## src/rtl/core/lipt_pkg.sv

```systemverilog
// Shared types and constants of the local IPv4 address table.
package lipt_pkg;

	// Default number of table slots
	localparam int TABLE_DEPTH = 32;

	// Field widths
	localparam int ADDR_W  = 32;
	localparam int OP_W    = 2;
	localparam int COUNT_W = 6;

	// Largest value the entry count field can carry
	localparam logic [COUNT_W-1:0] COUNT_MAX = 6'd63;

	// Loopback range 127.0.0.0/8 in host order
	localparam logic [ADDR_W-1:0] LOOPBACK_LOW  = 32'h7F00_0000;
	localparam logic [ADDR_W-1:0] LOOPBACK_HIGH = 32'h7FFF_FFFF;

	// Request operation codes
	typedef enum logic [OP_W-1:0] {
		OP_LOOKUP = 2'd0,
		OP_ADD    = 2'd1,
		OP_REMOVE = 2'd2
	} req_op_t;

	// Controller states
	typedef enum logic [1:0] {
		ST_IDLE   = 2'd0,
		ST_SCAN   = 2'd1,
		ST_LAST   = 2'd2,
		ST_FINISH = 2'd3
	} ctl_state_t;

	// Commands from controller to datapath
	typedef struct packed {
		logic load;    // capture request, clear scan results
		logic scan;    // read the slot under the scan index, advance it
		logic commit;  // update table, load result register
	} lipt_cmd_t;

	// Status from datapath to controller
	typedef struct packed {
		logic scan_last;  // scan index sits on the last slot
		logic out_free;   // result register can take a new result
	} lipt_sts_t;

endpackage

```

## src/rtl/core/lipt_if.sv

```systemverilog
// Request and response channel interfaces of the local IPv4 address table.
interface lipt_req_if;
	logic                          valid;
	logic                          ready;
	logic [lipt_pkg::OP_W-1:0]     req_type;
	logic [lipt_pkg::ADDR_W-1:0]   ip_addr;

	modport source (output valid, output req_type, output ip_addr, input ready);
	modport sink (input valid, input req_type, input ip_addr, output ready);
endinterface

interface lipt_rsp_if;
	logic                          valid;
	logic                          ready;
	logic                          is_local;
	logic                          failed;
	logic [lipt_pkg::COUNT_W-1:0]  entry_count;

	modport source (output valid, output is_local, output failed, output entry_count,
		input ready);
	modport sink (input valid, input is_local, input failed, input entry_count,
		output ready);
endinterface

```

## src/rtl/core/lipt_ram.sv

```systemverilog
// Generic single-port-write, single-port-read RAM with registered read data.
module lipt_ram #(
	parameter int WIDTH = 32,
	parameter int DEPTH = 32,
	localparam int AW = (DEPTH > 1) ? $clog2(DEPTH) : 1
) (
	input  logic             clk,
	input  logic             we,
	input  logic [AW-1:0]    waddr,
	input  logic [WIDTH-1:0] wdata,
	input  logic [AW-1:0]    raddr,
	output logic [WIDTH-1:0] rdata
);

	logic [WIDTH-1:0] mem_q [DEPTH];
	logic [WIDTH-1:0] rdata_q;

	// Write and registered read
	always_ff @(posedge clk) begin
		if (we) begin
			mem_q[waddr] <= wdata;
		end
		rdata_q <= mem_q[raddr];
	end

	assign rdata = rdata_q;

endmodule

```

## src/rtl/core/lipt_datapath.sv

```systemverilog
// Datapath of the local IPv4 address table: slot store, scan compare, result register.
module lipt_datapath #(
	parameter int TABLE_DEPTH = lipt_pkg::TABLE_DEPTH
) (
	input  logic                          clk,
	input  logic                          arst_n,
	input  lipt_pkg::lipt_cmd_t           cmd,
	output lipt_pkg::lipt_sts_t           sts,
	input  logic [lipt_pkg::OP_W-1:0]     req_type,
	input  logic [lipt_pkg::ADDR_W-1:0]   ip_addr,
	input  logic                          out_ready,
	output logic                          out_valid,
	output logic                          is_local,
	output logic                          failed,
	output logic [lipt_pkg::COUNT_W-1:0]  entry_count
);

	localparam int IDX_W = (TABLE_DEPTH > 1) ? $clog2(TABLE_DEPTH) : 1;
	localparam int CNT_W = $clog2(TABLE_DEPTH + 1);
	localparam int CW    = (CNT_W > lipt_pkg::COUNT_W) ? CNT_W : lipt_pkg::COUNT_W;

	// Request capture
	logic [lipt_pkg::OP_W-1:0]   op_q;
	logic [lipt_pkg::ADDR_W-1:0] addr_q;

	// Scan state
	logic [IDX_W-1:0]            idx_q;
	logic                        rd_pend_s1;
	logic [IDX_W-1:0]            rd_idx_s1;
	logic                        vld_s1;
	logic [lipt_pkg::ADDR_W-1:0] rdata;

	// Slot occupancy and entry count
	logic [TABLE_DEPTH-1:0]      valid_q;
	logic [CNT_W-1:0]            cnt_q;
	logic [CNT_W-1:0]            cnt_next;

	// Scan results
	logic                        match_q;
	logic [IDX_W-1:0]            match_idx_q;
	logic                        empty_q;
	logic [IDX_W-1:0]            empty_idx_q;

	// Result register
	logic                        out_valid_q;
	logic                        is_local_q;
	logic                        failed_q;
	logic [lipt_pkg::COUNT_W-1:0] count_out_q;

	// Compare and decision signals
	logic [lipt_pkg::ADDR_W-1:0] ent_val;
	logic                        ent_eq;
	logic                        ent_empty;
	logic                        loopback;
	logic                        hit;
	logic                        res_local;
	logic                        res_fail;
	logic                        wr_add;
	logic                        rm_slot;
	logic [CW-1:0]               cnt_ext;
	logic [lipt_pkg::COUNT_W-1:0] cnt_sat;

	lipt_ram #(
		.WIDTH (lipt_pkg::ADDR_W),
		.DEPTH (TABLE_DEPTH)
	) u_slots (
		.clk   (clk),
		.we    (cmd.commit && wr_add),
		.waddr (empty_idx_q),
		.wdata (addr_q),
		.raddr (idx_q),
		.rdata (rdata)
	);

	// Capture the request on transfer
	always_ff @(posedge clk) begin
		if (cmd.load) begin
			op_q   <= req_type;
			addr_q <= ip_addr;
		end
	end

	// Advance the scan index and track the read in flight
	always_ff @(posedge clk or negedge arst_n) begin
		if (!arst_n) begin
			idx_q      <= '0;
			rd_pend_s1 <= 1'b0;
			rd_idx_s1  <= '0;
			vld_s1     <= 1'b0;
		end else begin
			if (cmd.load) begin
				idx_q <= '0;
			end else if (cmd.scan) begin
				idx_q <= idx_q + IDX_W'(1);
			end
			rd_pend_s1 <= cmd.scan;
			rd_idx_s1  <= idx_q;
			vld_s1     <= valid_q[idx_q];
		end
	end

	// An unoccupied slot reads as zero
	always_comb begin
		ent_val   = vld_s1 ? rdata : '0;
		ent_eq    = rd_pend_s1 && (ent_val == addr_q);
		ent_empty = rd_pend_s1 && !vld_s1;
	end

	// Keep the lowest matching and the lowest empty slot
	always_ff @(posedge clk or negedge arst_n) begin
		if (!arst_n) begin
			match_q     <= 1'b0;
			match_idx_q <= '0;
			empty_q     <= 1'b0;
			empty_idx_q <= '0;
		end else if (cmd.load) begin
			match_q <= 1'b0;
			empty_q <= 1'b0;
		end else begin
			if (ent_eq && !match_q) begin
				match_q     <= 1'b1;
				match_idx_q <= rd_idx_s1;
			end
			if (ent_empty && !empty_q) begin
				empty_q     <= 1'b1;
				empty_idx_q <= rd_idx_s1;
			end
		end
	end

	// Decide the outcome from the scan results
	always_comb begin
		loopback  = (addr_q >= lipt_pkg::LOOPBACK_LOW) && (addr_q <= lipt_pkg::LOOPBACK_HIGH);
		hit       = loopback || match_q;
		res_local = 1'b0;
		res_fail  = 1'b0;
		wr_add    = 1'b0;
		rm_slot   = 1'b0;
		case (op_q)
			lipt_pkg::OP_LOOKUP: begin
				res_local = hit;
			end
			lipt_pkg::OP_ADD: begin
				if (!hit) begin
					if (empty_q) begin
						wr_add = 1'b1;
					end else begin
						res_fail = 1'b1;
					end
				end
			end
			lipt_pkg::OP_REMOVE: begin
				if (match_q) begin
					rm_slot = 1'b1;
				end else begin
					res_fail = 1'b1;
				end
			end
			default: begin
				res_fail = 1'b1;
			end
		endcase
	end

	// Count after the step; removing address zero leaves the count alone
	always_comb begin
		if (wr_add) begin
			cnt_next = cnt_q + CNT_W'(1);
		end else if (rm_slot && (addr_q != '0)) begin
			cnt_next = cnt_q - CNT_W'(1);
		end else begin
			cnt_next = cnt_q;
		end
		cnt_ext = CW'(cnt_next);
		cnt_sat = (cnt_ext > CW'(lipt_pkg::COUNT_MAX)) ? lipt_pkg::COUNT_MAX
			: cnt_ext[lipt_pkg::COUNT_W-1:0];
	end

	// Update occupancy and count on commit
	always_ff @(posedge clk or negedge arst_n) begin
		if (!arst_n) begin
			valid_q <= '0;
			cnt_q   <= '0;
		end else if (cmd.commit) begin
			cnt_q <= cnt_next;
			if (wr_add) begin
				valid_q[empty_idx_q] <= 1'b1;
			end else if (rm_slot) begin
				valid_q[match_idx_q] <= 1'b0;
			end
		end
	end

	// Hold the result until its transfer
	always_ff @(posedge clk or negedge arst_n) begin
		if (!arst_n) begin
			out_valid_q <= 1'b0;
			is_local_q  <= 1'b0;
			failed_q    <= 1'b0;
			count_out_q <= '0;
		end else if (cmd.commit) begin
			out_valid_q <= 1'b1;
			is_local_q  <= res_local;
			failed_q    <= res_fail;
			count_out_q <= cnt_sat;
		end else if (out_ready) begin
			out_valid_q <= 1'b0;
		end
	end

	assign sts.scan_last = (idx_q == IDX_W'(TABLE_DEPTH - 1));
	assign sts.out_free  = !out_valid_q || out_ready;

	assign out_valid   = out_valid_q;
	assign is_local    = is_local_q;
	assign failed      = failed_q;
	assign entry_count = count_out_q;

endmodule

```

## src/rtl/core/lipt_ctrl.sv

```systemverilog
// Controller of the local IPv4 address table: sequences capture, scan and commit.
module lipt_ctrl (
	input  logic                 clk,
	input  logic                 arst_n,
	input  logic                 in_valid,
	output logic                 in_ready,
	input  lipt_pkg::lipt_sts_t  sts,
	output lipt_pkg::lipt_cmd_t  cmd
);

	lipt_pkg::ctl_state_t state_q;
	lipt_pkg::ctl_state_t state_next;

	always_ff @(posedge clk or negedge arst_n) begin
		if (!arst_n) begin
			state_q <= lipt_pkg::ST_IDLE;
		end else begin
			state_q <= state_next;
		end
	end

	// Next state
	always_comb begin
		state_next = state_q;
		case (state_q)
			lipt_pkg::ST_IDLE: begin
				if (in_valid) begin
					state_next = lipt_pkg::ST_SCAN;
				end
			end
			lipt_pkg::ST_SCAN: begin
				if (sts.scan_last) begin
					state_next = lipt_pkg::ST_LAST;
				end
			end
			lipt_pkg::ST_LAST: begin
				state_next = lipt_pkg::ST_FINISH;
			end
			lipt_pkg::ST_FINISH: begin
				if (sts.out_free) begin
					state_next = lipt_pkg::ST_IDLE;
				end
			end
			default: begin
				state_next = lipt_pkg::ST_IDLE;
			end
		endcase
	end

	// Outputs
	always_comb begin
		in_ready   = 1'b0;
		cmd.load   = 1'b0;
		cmd.scan   = 1'b0;
		cmd.commit = 1'b0;
		case (state_q)
			lipt_pkg::ST_IDLE: begin
				in_ready = 1'b1;
				cmd.load = in_valid;
			end
			lipt_pkg::ST_SCAN: begin
				cmd.scan = 1'b1;
			end
			lipt_pkg::ST_FINISH: begin
				cmd.commit = sts.out_free;
			end
			default: begin
				in_ready = 1'b0;
			end
		endcase
	end

endmodule

```

## src/rtl/core/local_ipv4_address_table.sv

```systemverilog
// Top level of the local IPv4 address table: controller, datapath and checks.
//
//  channel  role    payload                                  transfer when
//  req      sink    req_type[1:0], ip_addr[31:0]             req.valid & req.ready
//  rsp      source  is_local, failed, entry_count[5:0]       rsp.valid & rsp.ready
//
// A request is taken in ST_IDLE; ST_SCAN then reads the slots in turn through the
// single read port of the slot RAM, ST_LAST does the last compare and ST_FINISH
// commits. The result appears the cycle after commit and is held until taken;
// the next request may be taken while it waits. Commit waits while a previous
// result is still untaken. Reset clears every slot at once through its valid bit.
module local_ipv4_address_table #(
	parameter int TABLE_DEPTH = lipt_pkg::TABLE_DEPTH
) (
	input  logic       clk,
	input  logic       arst_n,
	lipt_req_if.sink   req,
	lipt_rsp_if.source rsp
);

	lipt_pkg::lipt_cmd_t cmd;
	lipt_pkg::lipt_sts_t sts;

	lipt_ctrl u_ctrl (
		.clk      (clk),
		.arst_n   (arst_n),
		.in_valid (req.valid),
		.in_ready (req.ready),
		.sts      (sts),
		.cmd      (cmd)
	);

	lipt_datapath #(
		.TABLE_DEPTH (TABLE_DEPTH)
	) u_datapath (
		.clk         (clk),
		.arst_n      (arst_n),
		.cmd         (cmd),
		.sts         (sts),
		.req_type    (req.req_type),
		.ip_addr     (req.ip_addr),
		.out_ready   (rsp.ready),
		.out_valid   (rsp.valid),
		.is_local    (rsp.is_local),
		.failed      (rsp.failed),
		.entry_count (rsp.entry_count)
	);

	// A taken request closes the input until its result is committed
	a_one_in_flight: assert property (@(posedge clk) disable iff (!arst_n)
		(req.valid && req.ready) |=> !req.ready)
		else $error("request taken while another is in work");

	// A commit always leaves a result waiting
	a_commit_shows: assert property (@(posedge clk) disable iff (!arst_n)
		cmd.commit |=> rsp.valid)
		else $error("commit did not load the result register");

	// A result is never both a hit and a failure
	a_local_not_failed: assert property (@(posedge clk) disable iff (!arst_n)
		rsp.valid |-> !(rsp.is_local && rsp.failed))
		else $error("result reports hit and failure together");

	// The count never exceeds the table size
	a_count_bound: assert property (@(posedge clk) disable iff (!arst_n)
		rsp.valid |-> (32'(rsp.entry_count) <= 32'(TABLE_DEPTH)))
		else $error("entry count beyond table size");

endmodule
```

## src/flat_wrapper.sv

```systemverilog
// flat-port wrapper written by rule: the top's interface ports become plain ports
module local_ipv4_address_table_flat 
#(
	parameter int TABLE_DEPTH = lipt_pkg::TABLE_DEPTH
)
  (clk, arst_n, req_valid, req_req_type, req_ip_addr, req_ready, rsp_valid, rsp_is_local, rsp_failed, rsp_entry_count, rsp_ready);
  lipt_req_if req_i ();
  lipt_rsp_if rsp_i ();
  input  logic clk;
  input  logic arst_n;
  input wire logic [$bits(req_i.valid)-1:0] req_valid;
  input wire logic [$bits(req_i.req_type)-1:0] req_req_type;
  input wire logic [$bits(req_i.ip_addr)-1:0] req_ip_addr;
  output wire logic [$bits(req_i.ready)-1:0] req_ready;
  output wire logic [$bits(rsp_i.valid)-1:0] rsp_valid;
  output wire logic [$bits(rsp_i.is_local)-1:0] rsp_is_local;
  output wire logic [$bits(rsp_i.failed)-1:0] rsp_failed;
  output wire logic [$bits(rsp_i.entry_count)-1:0] rsp_entry_count;
  input wire logic [$bits(rsp_i.ready)-1:0] rsp_ready;
  assign req_i.valid = req_valid;
  assign req_i.req_type = req_req_type;
  assign req_i.ip_addr = req_ip_addr;
  assign req_ready = req_i.ready;
  assign rsp_valid = rsp_i.valid;
  assign rsp_is_local = rsp_i.is_local;
  assign rsp_failed = rsp_i.failed;
  assign rsp_entry_count = rsp_i.entry_count;
  assign rsp_i.ready = rsp_ready;
  local_ipv4_address_table #(.TABLE_DEPTH(TABLE_DEPTH)) u_core (.clk(clk), .arst_n(arst_n), .req(req_i), .rsp(rsp_i));
endmodule
```

## config.mk

```make
export PLATFORM = sky130hd
export DESIGN_NAME = local_ipv4_address_table_flat
export DESIGN_NICKNAME = d
export VERILOG_FILES = /design/src/rtl/core/lipt_pkg.sv /design/src/rtl/core/lipt_if.sv /design/src/rtl/core/lipt_ram.sv /design/src/rtl/core/lipt_datapath.sv /design/src/rtl/core/lipt_ctrl.sv /design/src/rtl/core/local_ipv4_address_table.sv /design/src/flat_wrapper.sv
export SDC_FILE = /design/constraint.sdc
export NUM_CORES = 1
export LEC_CHECK = 0
export BUFFER_PORTS_ARGS = -buffer_cell sky130_fd_sc_hd__buf_2
export CAP_MARGIN = 10
export CORE_ASPECT_RATIO = 1.1
export CORE_MARGIN = 5
export CORE_UTILIZATION = 32
export DETAILED_ROUTE_END_ITERATION = 10
export SLEW_MARGIN = 20
export SYNTH_ARGS = -nofsm -noshare
export SYNTH_HDL_FRONTEND = slang
export SYNTH_SLANG_ARGS = --single-unit
```

## constraint.sdc

```tcl
create_clock -name clk -period 4.81 [get_ports clk]
set_input_delay 0.481 -clock clk [delete_from_list [all_inputs] [get_ports clk]]
set_output_delay 0.481 -clock clk [all_outputs]
set_load 0.01 [all_outputs]
```

==> results by group <==
Critical path
  – Worst-case reg-to-reg path depth: 7
  – Arrival @ worst endpoint: 3.68 ns
  – Worst-path cell chain: nor3b_1 -> o211ai_1 -> nor3_1 -> nand2_1 -> buf_4 -> nor2_4 -> buf_4
  – Worst Path Max Fanout: 19
  – Reg2reg setup slack: between 1.5 and 2 ns
  – Critical Path Start: u_core.u_datapath.empty_q$_DFFE_PN0P_
  – Cell mode on critical path: buf_4
  – R2R Path Start: u_core.u_datapath.empty_q$_DFFE_PN0P_
  – CP Depth: 7
  – Worst setup path end: u_core.u_datapath.u_slots.mem_q[25][2]$_DFFE_PP_
  – Cell family with most CP delay: simple AND/OR/NAND/NOR gates
  – Critical Path End Type: register
  – CP Launch Type: register
  – Critical path type: register to register
  – CP max stage delay: just over 0.6 ns
  – Bufs and invs on worst path: 2
  – Highest-delay cell along the critical path: nor2_4
  – WP data required: 5.18 ns
  – R2R Path End: u_core.u_datapath.u_slots.mem_q[25][2]$_DFFE_PP_

Finish
  – FF+latch area: 34180 µm²
  – Fill count: 12311
  – Fraction of layout cells with a size suffix above 1: 0.3211
  – NumNets Final: 2182
  – Final Cell Area: 52000 µm²
  – Most frequent cells in the layout: 1058 x edfxtp_1, 330 x mux4_2, 113 x clkbuf_16
  – Layout area overhead: 16.97%
  – Area of the multi-input gates: ~10000 µm²
  – Most common cell after layout, fill and taps aside: edfxtp_1

Clocking
  – # Post-CTS Setup Buffers: 0
  – Root buffer cell: clkbuf_16
  – Clock transition at path regs: approximately 0.07 ns
  – Cts bufs inserted: 105
  – Clk sink count: around 1200
  – Htree depth: 3
  – Worst-skew pair later-pin latency: 0.70 ns
  – CTS tree: done
  – Clk buf depth: 3

Pwr
  – Combinational share of power: 0.238
  – Pwr/cell area: 523.0 nW/µm²
  – Seq pwr share: 0.458
  – P_leak: around 16 nW
  – Clock network power share: 0.304
  – Max VDD drop: 0.3207 mV
  – P_sw: 0.007697 W
  – Internal: 0.01950 W
  – Net Sw Frac: 0.2830

STA
  – Setup ws final: between 1.5 and 2 ns
  – F_max: 302.2 MHz
  – Setup Skew: 0.02300 ns
  – Final hold slack: 0.008879 ns
  – Final Max Slew Viols: 0
  – Worst-margin pin slew: 1.032 ns
  – Period utilization: 0.6880
  – Setup TNS: 0 ns
  – Slew headroom: 0.3117
  – RSZ-0062 raised after global routing: no
  – # setup viols final: 0
  – Hold Violations, Final: 0
  – Post-layout min period: 3.310 ns

Routing
  – Routed WL: 111300 µm
  – Via density: around 5.3
  – DRT antenna net count: 0
  – Drt initial violations: 2197
  – WL per Instance: 27.53 µm
  – DRC viols: 0
  – Vias post-DR: 21302
  – Router iterations before antenna repair: 5

Placed design
  – HPWL after detailed placement: 71810 µm
  – IO buf count: 47
  – Dpl cell area: between 40000 and 50000 µm²
  – Gpl congestion: between 0.8 and 0.9
  – Pre-CTS setup slack: 1.473 ns

Logic synthesis
  – Share of the yosys chip area belonging to registers: 0.7685
  – Ys Warns: 0
  – Distinct cells, synth: 55
  – Synth Flop Type: edfxtp_1
  – Seq cells post-synth: 1160
  – Async SR Flop Fraction: 0.06034
  – Post-synth EDFFs: 1058
  – Mean Syn Cell Area: 22.84 µm²
  – Mapped cell area: 44450 µm²
  – Post-synthesis cell count: approximately 1900
  – Post-Syn Nets: 1992

Min path
  – Hold Crit Class: input pin to async pin

Floorplan
  – Core ar.: 138100 µm²
  – Initial Util: 0.3218
  – IO Pins: 48
  – Die area: 146500 µm²
  – Die Span Y: approximately 400 µm
  – Horiz. Die Dim: 365.4 µm
  – Rows: 143

Global routing
  – Vias in the first global route: 21912
  – GR Overflow Total: 0
  – First-pass GRT wire length: 161800 µm
  – Maximum number of pins on one net before global-route repair: 93
  – Antenna violations before repair: 6
  – Total track usage: 0.1519

Run
  – Max-cap viol count: 0

Status
  – Outcome: finished, final reports clean
## cell usage after synthesis, types with 7 or more instances
library cell	instances	area share
nand4_1	10	0.0014
nand3_1	9	0.0010
dfxtp_1	32	0.014
o21ai_0	13	0.0015
dfrtp_1	70	0.039
a2bb2oi_1	32	0.0063
nand2_1	34	0.0029
buf_2	27	0.0030
inv_1	27	0.0023
buf_1	11	0.00093
ha_1	8	0.0023
nor4_1	11	0.0015
nor2_1	54	0.0046
mux4_2	330	0.17
clkbuf_1	51	0.0043
xor2_1	7	0.0014
o22ai_1	11	0.0015
buf_4	7	0.0012
xnor2_1	10	0.0020
edfxtp_1	1058	0.71
mux2_2	43	0.011
## worst min-delay path by stage
stage,start,endpoint,slack [ns],cells after the start
2_1_floorplan,arst_n,u_core.u_ctrl.state_q[0]$_DFFE_PN0P_,0.19,0
3_3_place_gp,u_core.u_datapath.entry_count[1]$_DFFE_PN0P_,u_core.u_datapath.entry_count[1]$_DFFE_PN0P_,0.48,2
3_5_place_dp,u_core.u_datapath.cnt_q[5]$_DFFE_PN0P_,u_core.u_datapath.cnt_q[5]$_DFFE_PN0P_,0.47,1
4_1_cts,arst_n,u_core.u_datapath.cnt_q[5]$_DFFE_PN0P_,0.002,2
5_1_grt,req_ip_addr[27],u_core.u_datapath.addr_q[27]$_DFFE_PP_,0.02,1
6_report,arst_n,u_core.u_datapath.cnt_q[5]$_DFFE_PN0P_,0.009,2
## power by group through the flow
stage	combinational [W]	sequential (W)	clock (W)
2_1_floorplan	0.00435	0.0123	0
3_3_place_gp	0.00647	0.0127	0
3_5_place_dp	0.00655	0.0127	0
4_1_cts	0.00660	0.0125	0.00843
5_1_grt	0.00688	0.0125	0.00887
6_report	0.00648	0.0125	0.00826
## routing by layer
layer  vias up  track usage  routed length, µm
met2       864       0.2561              56460
li1       8627            -                  -
met4         2      0.04302               2937
met5         -            0                 13
met1     11655       0.2053              44810
met3       154      0.02352               7037
## layout make-up
class / count / area share
Sequential cell: 1160 / 0.6573
Multi-Input combinational cell: 660 / 0.1919
Clock buffer: 150 / 0.05821
Tap cell: 1812 / 0.04360
Timing Repair Buffer: 182 / 0.03961
Clock inverter: 48 / 0.007339
Inverter: 27 / 0.001949
Antenna cell: 2 / 0.00009625
## flip-flops by register name (all words and copies together) (netlist names)
signal	flops
u_core.u_datapath.entry_count	4
u_core.u_datapath.valid_q	32
u_core.u_datapath.empty_q	1
u_core.u_datapath.u_slots.rdata	32
u_core.u_datapath.match_q	1
u_core.u_datapath.addr_q	32
u_core.u_datapath.rd_idx_s1	5
u_core.u_datapath.idx_q	5
u_core.u_datapath.u_slots.mem_q	1024
u_core.u_datapath.vld_s1	1
u_core.u_datapath.out_valid	1
u_core.u_datapath.is_local	1
u_core.u_datapath.rd_pend_s1	1
u_core.u_datapath.match_idx_q	5
u_core.u_datapath.failed	1
u_core.u_datapath.empty_idx_q	5
u_core.u_datapath.cnt_q	5
u_core.u_datapath.op_q	2
u_core.u_ctrl.state_q	2
## per-stage QoR
stage | util | instances | total power (W)
floorplan | - | 1946 | 0.01668
global placement | 0.3429 | 3776 | 0.01913
detailed placement | 0.3498 | 3815 | 0.01922
CTS | 0.3763 | 4038 | 0.02749
global route | 0.3764 | 4039 | 0.02823
finish | 0.3764 | 4041 | 0.02720
## repair_timing
action	4_1_cts	5_1_grt
hold buffers	25	1
endpoints found under the hold margin	25	1
setup endpoints to repair	0	0
resized for setup	0	0
## logic make-up after synthesis
kind of cell    count (synthesis)  synth area share
buf+inv                       126           0.01250
simple gates                  166           0.01906
fa+ha+maj                       8          0.002252
compound gates                 94           0.01576
xor+xnor                       17          0.003350
flops                        1160            0.7685
mux                           375            0.1785
(Power assumes the default switching activity.)
